File: src/hw/rtl/lobm_pkg.sv
// Shared types and codes for the limit order book matcher.
// Beat structs, operation and result codes, slot record and controller types.
`default_nettype none

package lobm_pkg;

  // Operation codes of an input beat
  localparam logic [1:0] OP_BUY    = 2'd0;
  localparam logic [1:0] OP_SELL   = 2'd1;
  localparam logic [1:0] OP_CANCEL = 2'd2;
  localparam logic [1:0] OP_NONE   = 2'd3;

  // Result kinds of an output beat
  localparam logic [1:0] RK_EXEC   = 2'd0;
  localparam logic [1:0] RK_ADDED  = 2'd1;
  localparam logic [1:0] RK_CANCEL = 2'd2;
  localparam logic [1:0] RK_REJECT = 2'd3;

  typedef struct packed {
    logic [1:0]  operation;
    logic [31:0] ord_id;
    logic [31:0] limit_price;
    logic [31:0] order_quantity;
  } in_beat_t;

  typedef struct packed {
    logic [1:0]  result_kind;
    logic [31:0] resting_id;
    logic [31:0] active_id;
    logic [31:0] trade_price;
    logic [31:0] trade_quantity;
    logic        is_sell;
    logic        cancel_ok;
    logic [63:0] symbol;
    logic [63:0] stamp;
    logic        last;
  } out_beat_t;

  // One resting order as held in the slot memory
  typedef struct packed {
    logic        sell;
    logic [31:0] price;
    logic [31:0] remaining;
    logic [31:0] owner;
    logic [31:0] arrival;
  } slot_t;

  typedef enum logic [1:0] {
    ST_IDLE,
    ST_SCAN,
    ST_DECIDE
  } state_e;

  // Controller to datapath
  typedef struct packed {
    logic load;
    logic scan_start;
    logic fill;
    logic cancel;
    logic add;
    logic reject;
  } cmd_t;

  // Datapath to controller
  typedef struct packed {
    logic [1:0] in_op;
    logic       in_qty_zero;
    logic       op_cancel;
    logic       scan_done;
    logic       found;
    logic       free_found;
    logic       fill_last;
    logic       out_free;
  } status_t;

endpackage

`default_nettype wire

File: src/hw/rtl/lobm_ctrl.sv
// Sequencer of the order book: accept, scan the book, then emit a result; rescan after a fill that leaves quantity.
// Uses lobm_pkg for state, command and status types.
`default_nettype none

module lobm_ctrl
  import lobm_pkg::*;
(
  input  wire logic    clk_i,
  input  wire logic    rst_ni,
  input  wire logic    in_valid_i,
  output logic         in_stall_o,
  input  wire status_t status_i,
  output cmd_t         cmd_o
);

  state_e state_q, state_d;

  always_ff @(posedge clk_i or negedge rst_ni) begin
    if (!rst_ni) begin
      state_q <= ST_IDLE;
    end else begin
      state_q <= state_d;
    end
  end

  // Next state
  always_comb begin
    state_d = state_q;
    unique case (state_q)
      ST_IDLE: begin
        if (in_valid_i) begin
          if (status_i.in_op == OP_NONE ||
              (status_i.in_op != OP_CANCEL && status_i.in_qty_zero)) begin
            state_d = ST_IDLE;
          end else begin
            state_d = ST_SCAN;
          end
        end
      end
      ST_SCAN: begin
        if (status_i.scan_done) state_d = ST_DECIDE;
      end
      ST_DECIDE: begin
        if (status_i.out_free) begin
          if (!status_i.op_cancel && status_i.found && !status_i.fill_last) begin
            state_d = ST_SCAN;
          end else begin
            state_d = ST_IDLE;
          end
        end
      end
      default: state_d = ST_IDLE;
    endcase
  end

  // Outputs
  always_comb begin
    cmd_o      = '0;
    in_stall_o = (state_q != ST_IDLE);
    unique case (state_q)
      ST_IDLE: begin
        if (in_valid_i) begin
          cmd_o.load = 1'b1;
          cmd_o.scan_start = !(status_i.in_op == OP_NONE ||
                               (status_i.in_op != OP_CANCEL && status_i.in_qty_zero));
        end
      end
      ST_SCAN: begin
      end
      ST_DECIDE: begin
        if (status_i.out_free) begin
          if (status_i.op_cancel) begin
            cmd_o.cancel = 1'b1;
          end else if (status_i.found) begin
            cmd_o.fill       = 1'b1;
            cmd_o.scan_start = !status_i.fill_last;
          end else if (status_i.free_found) begin
            cmd_o.add = 1'b1;
          end else begin
            cmd_o.reject = 1'b1;
          end
        end
      end
      default: begin
      end
    endcase
  end

endmodule

`default_nettype wire

File: config.mk
export PLATFORM = sky130hd
export DESIGN_NAME = lobm_ctrl
export DESIGN_NICKNAME = d
export VERILOG_FILES = /design/src/hw/rtl/lobm_pkg.sv /design/src/hw/rtl/lobm_ctrl.sv
export SDC_FILE = /design/constraint.sdc
export NUM_CORES = 1
export LEC_CHECK = 0
export ABC_CLOCK_PERIOD_IN_PS = 1400
export BUFFER_PORTS_ARGS = -buffer_cell sky130_fd_sc_hd__buf_4
export CAP_MARGIN = 30
export CORE_AREA = 2 2 39 41
export DETAILED_ROUTE_END_ITERATION = 10
export DIE_AREA = 0 0 41 43
export GPL_TIMING_DRIVEN = 1
export PLACE_DENSITY_LB_ADDON = 0.1
export SLEW_MARGIN = 30
export SYNTH_ARGS = -nofsm -noshare
export SYNTH_HDL_FRONTEND = slang
export SYNTH_SLANG_ARGS = --single-unit
File: constraint.sdc
create_clock -name clk_i -period 1.4 [get_ports clk_i]
set_input_delay 0.28 -clock clk_i [delete_from_list [all_inputs] [get_ports clk_i]]
set_output_delay 0.28 -clock clk_i [all_outputs]
set_load 0.01 [all_outputs]
==> results.toml, run 1 <==
[setup_path]
critPathKind = "flip-flop to output port"
crit_path_end_kind = "output port"
r2r_end = "state_q[0]$_DFFE_PN0P_"
required_ps = 1120
critPathLaunchType = "flip-flop"
crit_fanout = 4
rr_startpoint = "state_q[0]$_DFFE_PN0P_"
startpoint = "state_q[0]$_DFFE_PN0P_"
setup.worst_path.end = "cmd_o[4]"
worstRegToRegCells = 4
rrSetupSlack_ps = 260
arrival_ps = 1240

[cells_and_area]
final_nets = 58
diodes = 0
drive_above_1_share = 0.705
multiInputGateArea_um2 = 124
largest_reg_flops = 2
layout.area.seq_um2 = 50.0
top_register = "state_q"
num-fill-cells = 157
fin_area_um2 = 392
area_delta_synth_final_pct = 127
utilization = 0.283
top_regs = "state_q (2)"

[global_route]
grt_max_degree = 6
grt_util_all_layers = 0.0742
grt_overflow = 0
grt_pass1_vias = 229
antenna_found_initial = 0
grt_pass1_wl_um = 834

[detailed_routing]
vias_per_cell = 3.98
avgRoutedWirePerCell_um = 9.03
dr.pass1.iters = 3
drt_wl_total_um = 542
drc = 0
drt_iter0_drc = 5
postRouteAntennaNets = 0
via_count = 239

[die]
start_util = 0.125
io_pins = 19
die_h_um = 43
die-area_mm2 = 0.00176
core_mm2 = 0.00138
die_w_um = 41
rows = 14

[clocking]
cts_tree = "done"
htree_levels = 1
cts_buffers = 3
path_clk_slew_ps = 30
cts_root_buf = "clkbuf_4"
cts_sinks = 2
clockBufferDepth = 2
clock_latency_ps = 220

[power_and_ir_drop]
power_switching_mw = 0.118
pwr-share-clk = 0.320
switching_share = 0.295
power_density_mw_per_mm2 = 1020
p_leak_nw = 0.211
power_mw = 0.399
power.sequential.fraction = 0.215
combPwrFrac = 0.465
ir_drop_v = 0.000296
intPower_mw = 0.281

[logic_synthesis]
synth_largest_area_cell = "dfrtp_1"
synthTopCellsByArea = "dfrtp_1 (29%), o221ai_2 (8.7%), and4bb_1 (7.2%)"
syn-num-nets = 31
synth-seq-area-share = 0.290
synth-async-reset-ratio = 1.00
yosys_warnings = 0
synth_common_cells = "dfrtp_1 (2), inv_1 (2), nand2_1 (2)"
synth-edff-count = 0
synth.distinct_cells = 16
ys_seq_elements = 2
syn_area_um2 = 173
synth_area_per_cell_um2 = 9.09
synth_cells = 19
synthFlopType = "dfrtp_1"
synth.top_cell.area_share = 0.290

[placement]
port_buffers = 18
dp_hpwl_um = 419
place_area_um2 = 328
place_ws_ps = 69.7
routabilityCongestion = 0.657

[status]
violations = "negative setup slack"
outcome = "complete, but fails checks"

[sta]
slew_viol_final = 0
max_freq_ghz = 0.656
final_hold_viol_count = 0
relSlewSlack = 0.891
setup_ws_ps = -124
fin_skew_ps = 1.57
setup_viol = 5
worst_slew_pin_slew_ps = 163
fin_crit_ps = 1520
timing.final.crit_share = 1.09
setup_tns_ps = -426
grt_setup_unrepaired = "true"

[worst_hold_path]
whs_path_depth = 2
min_path_type = "primary input to flip-flop"

[flow_run]
drv_cap = 0
area by class of cell:
cell class	count	area share
Clock buffer	3	0.0575
Inverter	2	0.0192
Tap cell	16	0.0511
Sequential cell	2	0.128
Timing Repair Buffer	22	0.428
Multi-Input combinational cell	15	0.316
through the flow:
step           hold slack, ps  cells
6_report                  271     60
2_1_floorplan           -15.6     19
5_1_grt                   276     60
3_3_place_gp             62.8     53
4_1_cts                   260     58
3_5_place_dp             64.1     53
power by group through the flow:
stage,combinational (mW),sequential (mW),clock [mW]
after floorplan,0.0758,0.0848,0
after global placement,0.151,0.0904,0
after detailed placement,0.151,0.0891,0
after CTS,0.157,0.0905,0.139
after global routing,0.203,0.0886,0.141
final,0.185,0.0859,0.128
placed cells by master (no fill, tap or decap), types with 2 or more instances in the layout:
cell type,synthesis,final
buf_4,0,21
clkbuf_4,0,3
nand2_1,2,2
dfrtp_1,2,2
nor3b_2,1,2
inv_1,2,2
critical path, stage by stage (launching register included):
cell and delay [ps]:
dfrtp_1 380, buf_4 150, nor3b_2 180, nand2_1 120, o21ai_2 70, buf_4 130
worst min-delay path by stage:
stage / start / end
2_1_floorplan: rst_ni / state_q[0]$_DFFE_PN0P_
3_3_place_gp: rst_ni / state_q[0]$_DFFE_PN0P_
3_5_place_dp: rst_ni / state_q[1]$_DFFE_PN0P_
4_1_cts: status_i[4] / state_q[0]$_DFFE_PN0P_
5_1_grt: status_i[4] / state_q[0]$_DFFE_PN0P_
6_report: status_i[0] / state_q[1]$_DFFE_PN0P_
routing by layer:
metal  track usage  up-vias  wire (µm)
li1              -      119          -
met1        0.0865      111        223
met2        0.0906        9        275
met3        0.0314        0         43
met4        0.0800        0          0
met5             0        -          0
what timing repair did:
| item | CTS | global route |
|---|---|---|
| gates resized for setup | 1 | 2 |
| pin swaps | 2 | 4 |
| hold buffers | 1 | 0 |
| setup endpoints to repair | 4 | 6 |
| setup buffers | 1 | 2 |
| hold endpoints to repair | 2 | 0 |
cells by family after synthesis:
kind of cell	synth area share
DFF	0.290
buffers and inverters	0.0435
muxes	0.0580
and+or+nand+nor	0.457
AOI/OAI and AO/OA	0.152
Note: power is estimated with default switching activity, not from simulation.
==> run 2, diff against run 1 <==
--- a/config.mk
+++ b/config.mk
@@ -5,7 +5,7 @@
 export SDC_FILE = /design/constraint.sdc
 export NUM_CORES = 1
 export LEC_CHECK = 0
-export ABC_CLOCK_PERIOD_IN_PS = 1400
+export ABC_CLOCK_PERIOD_IN_PS = 1340
 export BUFFER_PORTS_ARGS = -buffer_cell sky130_fd_sc_hd__buf_4
 export CAP_MARGIN = 30
 export CORE_AREA = 2 2 39 41
==> constraint.sdc (replaced) <==
create_clock -name clk_i -period 1.34 [get_ports clk_i]
set_input_delay 0.268 -clock clk_i [delete_from_list [all_inputs] [get_ports clk_i]]
set_output_delay 0.268 -clock clk_i [all_outputs]
set_load 0.01 [all_outputs]
==> results.toml, run 2 (synthesis results as in run 1) <==
[status]
outcome = "complete, but fails checks"
violations = "negative setup slack"

[placement]
dp_hpwl_um = 430
placedCellCount = 54
place_area_um2 = 335
port_buffers = 18
routabilityCongestion = 0.645
place_ws_ps = 25.6

[cells_and_area]
multiInputGateArea_um2 = 133
largest_reg_flops = 2
fin_area_um2 = 413
utilization = 0.298
num-fill-cells = 153
final_nets = 59
drive_above_1_share = 0.733
final_cell_mix = "buf_4 (21), clkbuf_4 (3), nand2_2 (2), inv_1 (2)"
layout.area.seq_um2 = 51.3
diodes = 0
top_register = "state_q"
top_regs = "state_q (2)"
area_delta_synth_final_pct = 139
final_common_cell = "buf_4"
stdcell_count = 61

[detailed_routing]
drt_iter0_drc = 2
avgRoutedWirePerCell_um = 9.18
drc = 0
drt_wl_total_um = 560
vias_per_cell = 3.89
via_count = 237
postRouteAntennaNets = 0
dr.pass1.iters = 2

[sta]
setup_ws_ps = -171
grt_setup_unrepaired = "true"
relSlewSlack = 0.893
fin_skew_ps = 0.304
timing.final.crit_share = 1.13
setup_viol = 6
max_freq_ghz = 0.662
final_hold_viol_count = 0
slew_viol_final = 0
worst_slew_pin_slew_ps = 156
fin_crit_ps = 1510

[setup_path]
crit_fanout = 4
critPathLaunchType = "flip-flop"
arrival_ps = 1240
required_ps = 1070
startpoint = "state_q[0]$_DFFE_PN0P_"
critPathKind = "flip-flop to output port"
rr_startpoint = "state_q[0]$_DFFE_PN0P_"
crit_path_end_kind = "output port"

[die]
rows = 14
io_pins = 19
die_h_um = 43
core_mm2 = 0.00138
die_w_um = 41
start_util = 0.125
die-area_mm2 = 0.00176

[worst_hold_path]
min_path_type = "primary input to flip-flop"
hp-start = "status_i[0]"

[clocking]
cts_tree = "done"
cts_root_buf = "clkbuf_4"
clock_latency_ps = 220
cts_buffers = 3
cts_sinks = 2
htree_levels = 1
path_clk_slew_ps = 30
clockBufferDepth = 2

[global_route]
grt_overflow = 0
grt_pass1_wl_um = 821
grt_pass1_vias = 209
antenna_found_initial = 0
grt_max_degree = 6
grt_util_all_layers = 0.0744

[power_and_ir_drop]
p_leak_nw = 0.219
power_density_mw_per_mm2 = 1060
ir_drop_v = 0.000469

[flow_run]
drv_cap = 0
==> run 2: cell count changes in the layout (fill, tap and decap cells not counted) <==
cell	change
and4bb_1	+1
and4bb_2	-1
buf_6	+1
dfrtp_1	-1
dfrtp_2	+1
nand2_1	-1
nand2_2	+1
nor3b_2	-1
nor3b_4	+1
==> run 2: final timing paths <==
| check | to | slack, ps | cells after the start |
|---|---|---|---|
| max | cmd_o[0] | -170 | 3 |
| min | state_q[1]$_DFFE_PN0P_ | 260 | 2 |
| max reg2reg | state_q[0]$_DFFE_PN0P_ | 80 | 5 |
| min reg2reg | state_q[1]$_DFFE_PN0P_ | 600 | 2 |
| max in group asynchronous | state_q[1]$_DFFE_PN0P_ | 870 | 2 |
| min in group asynchronous | state_q[0]$_DFFE_PN0P_ | 370 | 2 |
==> run 2: metal layers <==
layer	vias up	GRT usage	wire [µm]
met5	-	0	0
met4	0	0.0600	0
met2	9	0.0875	303
met3	0	0.0524	40
li1	121	-	-
met1	107	0.0871	216
==> run 2: final cells by class <==
type                    count  share of cell area
well taps                  16              0.0485
clock buffers               3              0.0545
repair buffers             23               0.433
inverters                   2              0.0182
flip-flops and latches      2               0.124
multi-input cells          15               0.321
==> run 2: power breakdown <==
| part | leakage (nW) | internal (mW) | switching (mW) |
|---|---|---|---|
| clock | 0.0138 | 0.0988 | 0.0336 |
| sequential | 0.0247 | 0.0782 | 0.0189 |
| combinational | 0.180 | 0.129 | 0.0794 |
| total | 0.219 | 0.306 | 0.132 |
==> run 2: through the flow <==
stage	power, mW	hold WS (ps)	TNS (ps)
6_report	0.438	259	-706
5_1_grt	0.477	249	-1080
4_1_cts	0.417	251	-701
3_5_place_dp	0.261	53.2	0
3_3_place_gp	0.262	50.8	0
2_1_floorplan	0.168	-27.6	0
==> run 2: worst max-delay path: stages (launching register included) <==
cell and delay, ps:
dfrtp_1 380, and4bb_1 320, nor3b_2 180, buf_4 140
==> run 2: timing repair <==
action	CTS	global route
setup endpoints to repair	6	7
endpoints found under the hold margin	2	0
pin swaps	2	4
gates resized for setup	2	4
hold buffers	1	0
setup buffers	1	2
